### src/rmq_pkg.sv
// Package with the beat types and widths of the rotation matrix to quaternion converter.
`default_nettype none
package rmq_pkg;

  localparam int unsigned ElemW = 16;
  localparam int unsigned SumW  = 19;
  localparam int unsigned Lanes = 4;
  localparam logic signed [SumW-1:0] OneQ14 = 19'sd16384;

  typedef struct packed {
    logic signed [ElemW-1:0] e00;
    logic signed [ElemW-1:0] e01;
    logic signed [ElemW-1:0] e02;
    logic signed [ElemW-1:0] e10;
    logic signed [ElemW-1:0] e11;
    logic signed [ElemW-1:0] e12;
    logic signed [ElemW-1:0] e20;
    logic signed [ElemW-1:0] e21;
    logic signed [ElemW-1:0] e22;
  } in_t;

  typedef struct packed {
    logic signed [ElemW-1:0] qx;
    logic signed [ElemW-1:0] qy;
    logic signed [ElemW-1:0] qz;
    logic signed [ElemW-1:0] qw;
    logic                    bad_input;
  } out_t;

  typedef struct packed {
    logic                        bad;
    logic [SumW-1:0]             t;
    logic [Lanes-1:0][SumW-1:0]  c;
  } work_t;

endpackage
`default_nettype wire

### src/rmq_queue.sv
// Two-entry queue between the front end and the scaling pipeline.
`default_nettype none
module rmq_queue (
  input  wire logic           clk_i,
  input  wire logic           rst_ni,
  input  wire logic           push_i,
  input  wire rmq_pkg::work_t data_i,
  input  wire logic           pop_i,
  output logic                nempty_o,
  output logic                full_o,
  output rmq_pkg::work_t      data_o
);

  rmq_pkg::work_t mem_q [2];
  logic           wr_q, rd_q;
  logic [1:0]     cnt_q;
  logic           do_pop;

  assign do_pop   = pop_i && (cnt_q != 2'd0);
  assign nempty_o = (cnt_q != 2'd0);
  assign full_o   = (cnt_q == 2'd2);
  assign data_o   = mem_q[rd_q];

  always_ff @(posedge clk_i or negedge rst_ni) begin
    if (!rst_ni) begin
      wr_q  <= 1'b0;
      rd_q  <= 1'b0;
      cnt_q <= 2'd0;
    end else begin
      if (push_i) wr_q <= ~wr_q;
      if (do_pop) rd_q <= ~rd_q;
      cnt_q <= cnt_q + {1'b0, push_i} - {1'b0, do_pop};
    end
  end

  always_ff @(posedge clk_i) begin
    if (push_i) begin
      mem_q[wr_q] <= data_i;
    end
  end

endmodule
`default_nettype wire

### config.mk
export PLATFORM = sky130hd
export DESIGN_NAME = rmq_queue
export DESIGN_NICKNAME = d
export VERILOG_FILES = /design/src/rmq_pkg.sv /design/src/rmq_queue.sv
export SDC_FILE = /design/constraint.sdc
export NUM_CORES = 1
export LEC_CHECK = 0
export BUFFER_PORTS_ARGS = -buffer_cell sky130_fd_sc_hd__buf_2
export CELL_PAD_IN_SITES_DETAIL_PLACEMENT = 1
export CELL_PAD_IN_SITES_GLOBAL_PLACEMENT = 2
export CORE_ASPECT_RATIO = 0.7
export CORE_MARGIN = 4
export CORE_UTILIZATION = 38
export CTS_BUF_LIST = sky130_fd_sc_hd__clkbuf_16
export DETAILED_ROUTE_END_ITERATION = 10
export PLACE_DENSITY_LB_ADDON = 0.1
export REMOVE_ABC_BUFFERS = 1
export SETUP_SLACK_MARGIN = 0.05
export SLEW_MARGIN = 20
export SYNTH_ARGS = -nofsm -noshare
export SYNTH_HDL_FRONTEND = slang
export SYNTH_SLANG_ARGS = --single-unit
### constraint.sdc
create_clock -name clk_i -period 7 [get_ports clk_i]
set_clock_uncertainty 0.15 [all_clocks]
set_input_delay 0.35 -clock clk_i [delete_from_list [all_inputs] [get_ports clk_i]]
set_output_delay 0.35 -clock clk_i [all_outputs]
set_load 0.005 [all_outputs]
==> results.sh <==
export IMPL_yosysSeqAreaShare=0.810
export IMPL_worstPathCellList="buf_4, mux2_2, buf_2"
export IMPL_slowest_stage="dfrtp_4"
export IMPL_utilization=0.547
export IMPL_post_cts_buffers=0
export IMPL_ant_nets=0
export IMPL_net_switching_power_uw=968
export IMPL_yosys_cell_count_top_type="edfxtp_1"
export IMPL_fp_dieW_um=173
export IMPL_core_area_mm2=0.0184
export IMPL_worstMarginPinSlew_ps=818
export IMPL_synth_top_cells_by_area="edfxtp_1, mux2_2, mux2_4"
export IMPL_die_y_um=124
export IMPL_synth_async_reset_ratio=0.0204
export IMPL_wl_mm=15.4
export IMPL_wl_per_cell_um=17.7
export IMPL_path_depth=3
export IMPL_combPwrFrac=0.270
export IMPL_p_per_area_mw_per_mm2=361
export IMPL_startpoint="rd_q"
export IMPL_clkTransAtPathRegs_ps=60
export IMPL_worstReg2RegEnd="mem_q[1][38]"
export IMPL_slew_violations=0
export IMPL_finalSetupTns_ps=0
export IMPL_setup_viol=0
export IMPL_endpoint_kind="output port"
export IMPL_grt_usage=0.146
export IMPL_die_area_mm2=0.0214
export IMPL_syn_cell_area_mm2=0.00725
export IMPL_endpoint="data_o[16]"
export IMPL_post_route_drc_count=0
export IMPL_cts_path_max_buffers=2
export IMPL_criticalPathCategory="reg -> out"
export IMPL_clk_latency_ps=410
export IMPL_overflow=0
export IMPL_peakVddDrop_mv=0.166
export IMPL_hold_violations=0
export IMPL_fin_crit_sh=0.454
export IMPL_arrival_ps=2680
export IMPL_slowest_delay_ps=900
export IMPL_max_freq_mhz=315
export IMPL_drt_first_pass_iters=4
export IMPL_intPower_mw=2.66
export IMPL_maxSlewHeadroom=0.455
export IMPL_synth_largest_area_cell="edfxtp_1"
export IMPL_drive_above_1_share=0.521
export IMPL_outcome="finished clean"
export IMPL_setup_slack_ps=3820
export IMPL_cp_start_kind="flop"
export IMPL_root_buffer="clkbuf_16"
export IMPL_seqPwrFrac=0.462
export IMPL_holdWs_ps=114
export IMPL_gp_congestion=0.702
export IMPL_required_ps=6500
export IMPL_r2r_slack_ps=4680
export IMPL_portBuffers=197
export IMPL_rows=41
export IMPL_swShare=0.267
export IMPL_synth_flop_cell="edfxtp_1"
export IMPL_grt_pass1_vias=4255
export IMPL_vias=3953
export IMPL_io_pins=198
export IMPL_nFillCells=1715
export IMPL_post_synth_top_area_fraction=0.796
export IMPL_fin_crit_ps=3180
export IMPL_layout_area_overhead_vs_synth_pct=38.7
export IMPL_synth_edff_count=192
export IMPL_reg2reg_depth=2
export IMPL_antenna_cells=0
export IMPL_yosysWarningCount=0
export IMPL_dp_final_hpwl_mm=9.84
export IMPL_cts_buffers=17
export IMPL_routed_via_density=4.54
export IMPL_worst_path_buf_inv=2
export IMPL_synth_cell_types=14
export IMPL_cts_sinks=196
export IMPL_multi_input_area_mm2=0.00130
export IMPL_netlist_instances=316
export IMPL_htree_levels=4
export IMPL_critPathMaxFanout=55
export IMPL_ys_top_cells_by_count="edfxtp_1, mux2_2, mux2_4"
export IMPL_rr_startpoint="wr_q"
export IMPL_dr_first_iter_drc_count=324
export IMPL_antenna_found_initial=0
export IMPL_tritoncts="done"
export IMPL_grt_max_degree=56
export IMPL_start_util=0.395
export IMPL_critical_path_top_delay_family="flip-flops"
export IMPL_pre_cts_slack_ps=4190
export IMPL_ys_ff_latch=196
export IMPL_cap_violations=0
export IMPL_seq_area_mm2=0.00587
export IMPL_rsz0062_at_grt="false"
export IMPL_hold_class="in -> reg"
export IMPL_final_nets=725
export IMPL_leakage_nw=3.90
export IMPL_clkPwrFrac=0.268
export IMPL_synth_area_per_cell_um2=22.9
export IMPL_grt_pass1_wl_mm=23.7
[kinds of logic after synthesis]
kind of cell / count (synthesis) / synth area share
adder cells (fa/ha/maj): 2 / 0.00345
AO/OA/AOI/OAI: 1 / 0.00104
flip-flops: 196 / 0.810
multiplexers: 96 / 0.165
buffers and inverters: 13 / 0.0130
XOR/XNOR: 4 / 0.00484
AND/OR/NAND/NOR: 4 / 0.00345
[worst register-to-register path, cell delays in order, from the launching register on]
cell	delay, ps
dfrtp_1	430
and2_4	680
buf_4	680
[metrics by stage]
step | cells | power, mW | instance area, um2
2_1_floorplan | 305 | 2.29 | 7160
3_3_place_gp | 742 | 2.64 | 8480
3_5_place_dp | 742 | 2.66 | 8480
4_1_cts | 870 | 3.69 | 10000
5_1_grt | 870 | 3.82 | 10000
6_report | 870 | 3.62 | 10000
[power groups by stage]
stage / clock network, mW / registers (mW) / logic, mW
floorplan: 0 / 1.73 / 0.559
global placement: 0 / 1.69 / 0.949
detailed placement: 0 / 1.71 / 0.958
CTS: 1.00 / 1.68 / 1.01
global route: 1.05 / 1.70 / 1.07
finish: 0.970 / 1.67 / 0.980
[layout by cell type, fill, tap and decap left out]
| cell type | synthesis | routed |
|---|---|---|
| inv_6 | 0 | 4 |
| mux2_4 | 30 | 30 |
| xor2_1 | 2 | 2 |
| edfxtp_1 | 192 | 192 |
| buf_4 | 0 | 4 |
| dfrtp_1 | 4 | 3 |
| nor2b_4 | 0 | 1 |
| dfrtp_4 | 0 | 1 |
| bufinv_16 | 0 | 3 |
| buf_2 | 6 | 197 |
| clkbuf_16 | 0 | 17 |
| xnor2_1 | 2 | 2 |
| ha_1 | 2 | 2 |
| clkinv_2 | 0 | 3 |
| o21a_1 | 1 | 1 |
| clkinvlp_4 | 0 | 2 |
| nor2b_1 | 2 | 1 |
| or2_2 | 1 | 1 |
| mux2_2 | 66 | 66 |
| and2_4 | 0 | 1 |
| inv_1 | 2 | 3 |
| dlygate4sd3_1 | 0 | 98 |
[flip-flops by register name, summed over array words and instances (netlist names)]
signal and cells:
wr_q 1, rd_q 1, cnt_q 2, mem_q 192
[how the worst min path moves through the flow]
stage | start | end | slack, ps | depth (start not counted)
CTS | pop_i | rd_q | 90 | 3
floorplan | rst_ni | cnt_q[0] | -100 | 0
global placement | rst_ni | wr_q | 10 | 1
finish | pop_i | rd_q | 110 | 3
global route | rst_ni | cnt_q[0] | 100 | 2
detailed placement | rst_ni | cnt_q[0] | 10 | 1
[layer usage]
layer,GRT usage,wire (um)
met3,0.0553,1100
met4,0.0453,182
met5,0,0
met1,0.192,6850
met2,0.229,7310
[what timing repair did]
| action | 4_1_cts | 5_1_grt |
|---|---|---|
| endpoints found under the setup margin | 0 | 0 |
| hold buffers | 98 | 0 |
| hold endpoints to repair | 197 | 0 |
| resized for setup | 0 | 0 |
[layout make-up]
cell class              instances  area share
clock buffers                  17      0.0423
clock inverters                13      0.0158
inverters                       2    0.000747
multi-input cells             107       0.129
flip-flops and latches        196       0.584
well taps                     236      0.0294
repair buffers                299       0.199
(Power assumes the default switching activity.)
