**config.mk**
```make
export PLATFORM = sky130hd
export DESIGN_NAME = rmq_front
export DESIGN_NICKNAME = d
export VERILOG_FILES = /design/src/rmq_pkg.sv /design/src/rmq_front.sv
export SDC_FILE = /design/constraint.sdc
export NUM_CORES = 1
export LEC_CHECK = 0
export ABC_AREA = 1
export BUFFER_PORTS_ARGS = -buffer_cell sky130_fd_sc_hd__buf_2
export CORE_ASPECT_RATIO = 1.25
export CORE_MARGIN = 4
export CORE_UTILIZATION = 60
export CTS_BUF_LIST = sky130_fd_sc_hd__clkbuf_4 sky130_fd_sc_hd__clkbuf_8
export DETAILED_ROUTE_END_ITERATION = 6
export PLACE_DENSITY = 0.92
export SKIP_LAST_GASP = 1
export SLEW_MARGIN = 20
export SYNTH_ARGS = -nofsm -noshare
export SYNTH_HDL_FRONTEND = slang
export SYNTH_SLANG_ARGS = --single-unit
```
**constraint.sdc**
```tcl
create_clock -name clk_i -period 1.3 [get_ports clk_i]
set_clock_uncertainty 0.15 [all_clocks]
set_input_delay 0.13 -clock clk_i [delete_from_list [all_inputs] [get_ports clk_i]]
set_output_delay 0.13 -clock clk_i [all_outputs]
set_load 0.005 [all_outputs]
```
**src/rmq_pkg.sv**
```systemverilog
// Package with the beat types and widths of the rotation matrix to quaternion converter.
`default_nettype none
package rmq_pkg;

  localparam int unsigned ElemW = 16;
  localparam int unsigned SumW  = 19;
  localparam int unsigned Lanes = 4;
  localparam logic signed [SumW-1:0] OneQ14 = 19'sd16384;

  typedef struct packed {
    logic signed [ElemW-1:0] e00;
    logic signed [ElemW-1:0] e01;
    logic signed [ElemW-1:0] e02;
    logic signed [ElemW-1:0] e10;
    logic signed [ElemW-1:0] e11;
    logic signed [ElemW-1:0] e12;
    logic signed [ElemW-1:0] e20;
    logic signed [ElemW-1:0] e21;
    logic signed [ElemW-1:0] e22;
  } in_t;

  typedef struct packed {
    logic signed [ElemW-1:0] qx;
    logic signed [ElemW-1:0] qy;
    logic signed [ElemW-1:0] qz;
    logic signed [ElemW-1:0] qw;
    logic                    bad_input;
  } out_t;

  typedef struct packed {
    logic                        bad;
    logic [SumW-1:0]             t;
    logic [Lanes-1:0][SumW-1:0]  c;
  } work_t;

endpackage
`default_nettype wire

```
**src/rmq_front.sv**
```systemverilog
// Front end: picks the branch from the diagonal and forms t and the raw components.
`default_nettype none
module rmq_front (
  input  wire logic          clk_i,
  input  wire logic          rst_ni,
  input  wire logic          acc_i,
  input  wire rmq_pkg::in_t  in_i,
  output logic               vld_o,
  output rmq_pkg::work_t     work_o
);

  logic signed [18:0] a00, a01, a02, a10, a11, a12, a20, a21, a22, t;
  logic signed [18:0] c0, c1, c2, c3;
  logic               vld_q;
  rmq_pkg::work_t     work_q, work_d;

  always_comb begin
    a00 = 19'(in_i.e00); a01 = 19'(in_i.e01); a02 = 19'(in_i.e02);
    a10 = 19'(in_i.e10); a11 = 19'(in_i.e11); a12 = 19'(in_i.e12);
    a20 = 19'(in_i.e20); a21 = 19'(in_i.e21); a22 = 19'(in_i.e22);
    if (a22 < 0) begin
      if (a00 > a11) begin
        t = rmq_pkg::OneQ14 + a00 - a11 - a22;
        c0 = t; c1 = a01 + a10; c2 = a20 + a02; c3 = a12 - a21;
      end else begin
        t = rmq_pkg::OneQ14 - a00 + a11 - a22;
        c0 = a01 + a10; c1 = t; c2 = a12 + a21; c3 = a20 - a02;
      end
    end else begin
      if ((a00 + a11) < 0) begin
        t = rmq_pkg::OneQ14 - a00 - a11 + a22;
        c0 = a20 + a02; c1 = a12 + a21; c2 = t; c3 = a01 - a10;
      end else begin
        t = rmq_pkg::OneQ14 + a00 + a11 + a22;
        c0 = a12 - a21; c1 = a20 - a02; c2 = a01 - a10; c3 = t;
      end
    end
    work_d.bad  = (t <= 0);
    work_d.t    = t;
    work_d.c[0] = c0;
    work_d.c[1] = c1;
    work_d.c[2] = c2;
    work_d.c[3] = c3;
  end

  always_ff @(posedge clk_i or negedge rst_ni) begin
    if (!rst_ni) begin
      vld_q <= 1'b0;
    end else begin
      vld_q <= acc_i;
    end
  end

  always_ff @(posedge clk_i) begin
    if (acc_i) begin
      work_q <= work_d;
    end
  end

  assign vld_o  = vld_q;
  assign work_o = work_q;

endmodule
`default_nettype wire

```
==> impl_metrics.env, run 1 <==
export IMPL_synth_common_cells="nand2_1, inv_1, ha_1"
export IMPL_cts_sinks=97
export IMPL_initial_core_util=0.609
export IMPL_place_hpwl_mm=64.6
export IMPL_port_buffers=243
export IMPL_synth_simple_gate_area_frac=0.251
export IMPL_syn_avg_cell_area_um2=6.96
export IMPL_synth_compound_area_share=0.149
export IMPL_synth_adder_area_share=0.247
export IMPL_rows=67
export IMPL_synth_main_ff_cell="edfxtp_1"
export IMPL_synth_distinct_cells=53
export IMPL_die_height_um=193
export IMPL_synth_xor_area_frac=0.0721
export IMPL_cts_buffers=9
export IMPL_grt_pass1_wl_mm=207
export IMPL_synth_edff_count=96
export IMPL_synth_top_family_by_area="simple AND/OR/NAND/NOR gates"
export IMPL_ys_seq_area_frac=0.177
export IMPL_synth_mux_area_frac=0
export IMPL_outcome="did not finish"
export IMPL_ys_ff_latch=97
export IMPL_first_global_vias=31700
export IMPL_ios=244
export IMPL_postSynthCellCount=2355
export IMPL_track_usage=0.889
export IMPL_synth_most_common_cell="nand2_1"
export IMPL_yosysWarnings=0
export IMPL_yosysTopAreaCellShare=0.176
export IMPL_cts_buffer_depth=2
export IMPL_lastStage="global routing (5_1_grt)"
export IMPL_grt_start_max_net_pins=99
export IMPL_placed_cells=3523
export IMPL_synth_fp_nets=2781
export IMPL_grt_overflow=791
export IMPL_die_w_um=156
export IMPL_gp_congestion=1.17
export IMPL_synth_top_cell_by_area="edfxtp_1"
export IMPL_syn_area_um2=16400
export IMPL_error="[ERROR GRT-0116] Global routing finished with congestion. Check the congestion regions in the DRC Viewer."
export IMPL_synthTopCellsByArea="edfxtp_1, ha_1, nand2_1, fa_1, inv_1"
export IMPL_async_reset_ff_frac=0.0103
export IMPL_cts_root_buf="clkbuf_8"
export IMPL_htree_levels=3
[through the flow]
stage	instance area [µm²]	setup WS (ns)	util	setup TNS, ns
after CTS	24900	-2.63	0.925	-174.33
after detailed placement	23200	-3.29	0.861	-207.60
after global placement	23200	-2.93	0.861	-189.16
after floorplan	17000	-2.49	-	-132.26
[routing by layer]
layer  GRT overflow  GRT usage
met4            259      0.970
met5              4      0.493
met3             21      0.765
met2            482       1.04
met1             25      0.837
[cells by family after synthesis]
kind of cell             after synthesis
AND/OR/NAND/NOR                      991
XOR/XNOR                             135
AO/OA/AOI/OAI                        429
buffers and inverters                424
flip-flops                            97
adder cells (fa/ha/maj)              279
[what timing repair did]
action	4_1_cts
gates resized for setup	266
gates cloned	0
buffers inserted	60
hold buffers	3
pin swaps	107
endpoints found under the hold margin	8
setup endpoints to repair	96
==> run 2, diff against run 1 <==
--- a/config.mk
+++ b/config.mk
@@ -7,12 +7,10 @@
 export LEC_CHECK = 0
 export ABC_AREA = 1
 export BUFFER_PORTS_ARGS = -buffer_cell sky130_fd_sc_hd__buf_2
-export CORE_ASPECT_RATIO = 1.25
 export CORE_MARGIN = 4
-export CORE_UTILIZATION = 60
-export CTS_BUF_LIST = sky130_fd_sc_hd__clkbuf_4 sky130_fd_sc_hd__clkbuf_8
+export CORE_UTILIZATION = 40
 export DETAILED_ROUTE_END_ITERATION = 6
-export PLACE_DENSITY = 0.92
+export PLACE_DENSITY_LB_ADDON = 0.15
 export SKIP_LAST_GASP = 1
 export SLEW_MARGIN = 20
 export SYNTH_ARGS = -nofsm -noshare
==> run 2 against run 1 <==
  * The flow now finishes, with violations (setup timing)
  * Synthesized cell count did not move
  * Synthesized area did not move
==> impl_metrics.env, run 2 <==
export IMPL_async_reset_ff_frac=0.0103
export IMPL_cts_tree="built"
export IMPL_rows=73
export IMPL_routedWlPerCell_um=18.6
export IMPL_gp_congestion=0.989
export IMPL_finalInstanceArea_um2=27500
export IMPL_power_switching_w=0.0135
export IMPL_cts_buffers=9
export IMPL_rsz0062_at_grt="true"
export IMPL_cts_buffer_depth=2
export IMPL_cts_sinks=97
export IMPL_grt_pass1_wl_mm=110
export IMPL_die_w_um=210
export IMPL_max_stage_delay_ns=0.55
export IMPL_finalCritPeriodShare=2.97
export IMPL_postSynthCellCount=2355
export IMPL_placed_cell_area_um2=24300
export IMPL_drt_iter0_drc=1854
export IMPL_ir_drop_mv=0.838
export IMPL_hold_viol=0
export IMPL_syn_area_um2=16400
export IMPL_die_height_um=210
export IMPL_synth_top_cell_by_area="edfxtp_1"
export IMPL_outcome="finished, violations left"
export IMPL_grt_start_max_net_pins=83
export IMPL_area_growth_pct=67.7
export IMPL_fin_crit_ns=3.86
export IMPL_synth_distinct_cells=53
export IMPL_setup_worst_path_end_class="register"
export IMPL_busiest_layer="met2"
export IMPL_worstSetupStartpointType="input pin"
export IMPL_power_density_nw_per_um2=1100
export IMPL_final_util=0.685
export IMPL_grt_overflow=0
export IMPL_nets=3799
export IMPL_routed_wl_mm=72.8
export IMPL_tightest_slew_ns=1.01
export IMPL_synth_common_cells="nand2_1, inv_1, ha_1"
export IMPL_arrival_ns=3.84
export IMPL_routed_via_count=20000
export IMPL_drc_errors=0
export IMPL_violations="setup timing"
export IMPL_synth_edff_count=96
export IMPL_drive_above_1_share=0.445
export IMPL_first_global_vias=19800
export IMPL_crit_chain="buf_8 -> buf_4 -> nor2_1 -> nand2_2 -> nor4_4 -> buf_4 -> nand4_1 -> o21ai_1 -> xor2_1 -> fa_2 -> ha_4 -> nand4_1 -> nor3_1 -> nand2_1 -> nand2_2 -> a21oi_2 -> or2_0 -> nand3_1 -> nand2_1 -> nand2_1 -> nand2_2 -> o21bai_1"
export IMPL_pwr_share_comb=0.751
export IMPL_grtUsageMet3=0.0519
export IMPL_ys_seq_area_frac=0.177
export IMPL_max_freq_ghz=0.259
export IMPL_track_usage=0.317
export IMPL_pre_cts_ws_ns=-3.02
export IMPL_coreArea_um2=40100
export IMPL_dr_pass1_iters=6
export IMPL_antenna_found_initial=1
export IMPL_met1_usage=0.441
export IMPL_final_cell_mix="buf_4, nand2_1, inv_1, buf_2, ha_1"
export IMPL_crit_type="in -> reg"
export IMPL_htree_levels=3
export IMPL_clk_pin_slew_worst_paths_ns=0.08
export IMPL_layout_commonest_cell="buf_4"
export IMPL_dieArea_um2=44300
export IMPL_n_fill_cell=3481
export IMPL_initial_core_util=0.409
export IMPL_yosysTopAreaCellShare=0.176
export IMPL_worst_slack_ns=-2.56
export IMPL_cap_violations=0
export IMPL_cts_root_buf="clkbuf_16"
export IMPL_cp_required_ns=1.28
export IMPL_ys_ff_latch=97
export IMPL_ant_nets=0
export IMPL_syn_avg_cell_area_um2=6.96
export IMPL_synthTopCellsByArea="edfxtp_1, ha_1, nand2_1, fa_1, inv_1"
export IMPL_largest_reg_flops=96
export IMPL_netSwitchingFraction=0.447
export IMPL_worst_path_max_delay_cell="fa_2"
export IMPL_slew_viol_final=0
export IMPL_pwr_share_seq=0.155
export IMPL_synth_fp_nets=2781
export IMPL_ios=244
export IMPL_n_antenna_cell=0
export IMPL_whs_ns=0.0136
export IMPL_use_met2=0.524
export IMPL_synth_most_common_cell="nand2_1"
export IMPL_p_int_w=0.0167
export IMPL_place_hpwl_mm=59.2
export IMPL_finalSetupViolations=95
export IMPL_p_leak_nw=14.1
export IMPL_power_frac_clock=0.094
export IMPL_slew_headroom=0.327
export IMPL_port_buffers=243
export IMPL_min_path_type="in -> reg"
export IMPL_worstPathMaxFanout=4
export IMPL_synth_main_ff_cell="edfxtp_1"
export IMPL_viasPerCell=5.12
export IMPL_yosysWarnings=0
-- run 2: cell counts after synthesis --
Identical to the previous run, type by type.
-- run 2: power groups by stage --
stage	Clock (W)	Combinational (W)	Sequential, W
floorplan	0	0.00863	0.00464
global placement	0	0.0183	0.00474
detailed placement	0	0.0185	0.00473
CTS	0.00288	0.0213	0.00468
global route	0.00297	0.0243	0.00471
finish	0.00284	0.0226	0.00468
-- run 2: per-layer routing --
metal / vias to the layer above / part of all wire
li1: 9691 / -
met1: 9472 / 0.44
met2: 748 / 0.46
met3: 70 / 0.075
met4: 0 / 0.021
met5: - / 0
-- run 2: stage by stage --
stage | total power [W] | TNS [ns] | cells
2_1_floorplan | 0.0133 | -132.26 | 2355
3_3_place_gp | 0.0231 | -202.35 | 3811
3_5_place_dp | 0.0232 | -205.17 | 3811
4_1_cts | 0.0289 | -153.38 | 3890
5_1_grt | 0.0320 | -174.91 | 3903
6_report | 0.0302 | -161.86 | 3903
-- run 2: cell type report --
type,instances,area (µm²),share of cell area
clock inverter,7,86.3,0.00314
tap,525,657,0.0239
clock buffer,9,225,0.00819
multi-input combinational,1834,14000,0.509
inverter,360,1390,0.0505
sequential,97,2910,0.106
timing repair buffer,1071,8230,0.299
-- run 2: path summary, 6_finish.rpt --
kind | start | end | slack [ns] | cells past startpoint
hold / removal | acc_i | work_o[72]$_DFFE_PP_ | 0.01 | 1
setup / recovery | in_i[128] | work_o[95]$_DFFE_PP_ | -2.56 | 22
max in group asynchronous | rst_ni | vld_o$_DFF_PN0_ | 0.48 | 3
min in group asynchronous | rst_ni | vld_o$_DFF_PN0_ | 0.42 | 3
-- run 2: cell families (layout without fill, tap and decap cells) --
logic type / Yosys count / in the layout / synth area share
DFF: 97 / 97 / 0.177
and+or+nand+nor: 991 / 991 / 0.251
buffers and inverters: 424 / 1447 / 0.103
adders and majority gates: 279 / 279 / 0.247
AOI/OAI and AO/OA: 429 / 429 / 0.149
xor gates and xnor gates: 135 / 135 / 0.0721
-- run 2: worst max-delay path: cells and delay by family --
family,cells,cell delay [ns]
AOI/OAI and AO/OA,3,0.42
xor gates and xnor gates,1,0.31
adders and majority gates,2,0.86
buffers and inverters,3,0.43
and+or+nand+nor,13,1.66
-- run 2: timing repair --
item                       CTS  global route
resized for setup          352           142
pin swaps                  118           102
hold endpoints to repair     1             0
hold buffers                 2             0
gates cloned                 8             0
buffers inserted            64            24
setup endpoints to repair   96            96
Power figures use the tool's default switching activity.
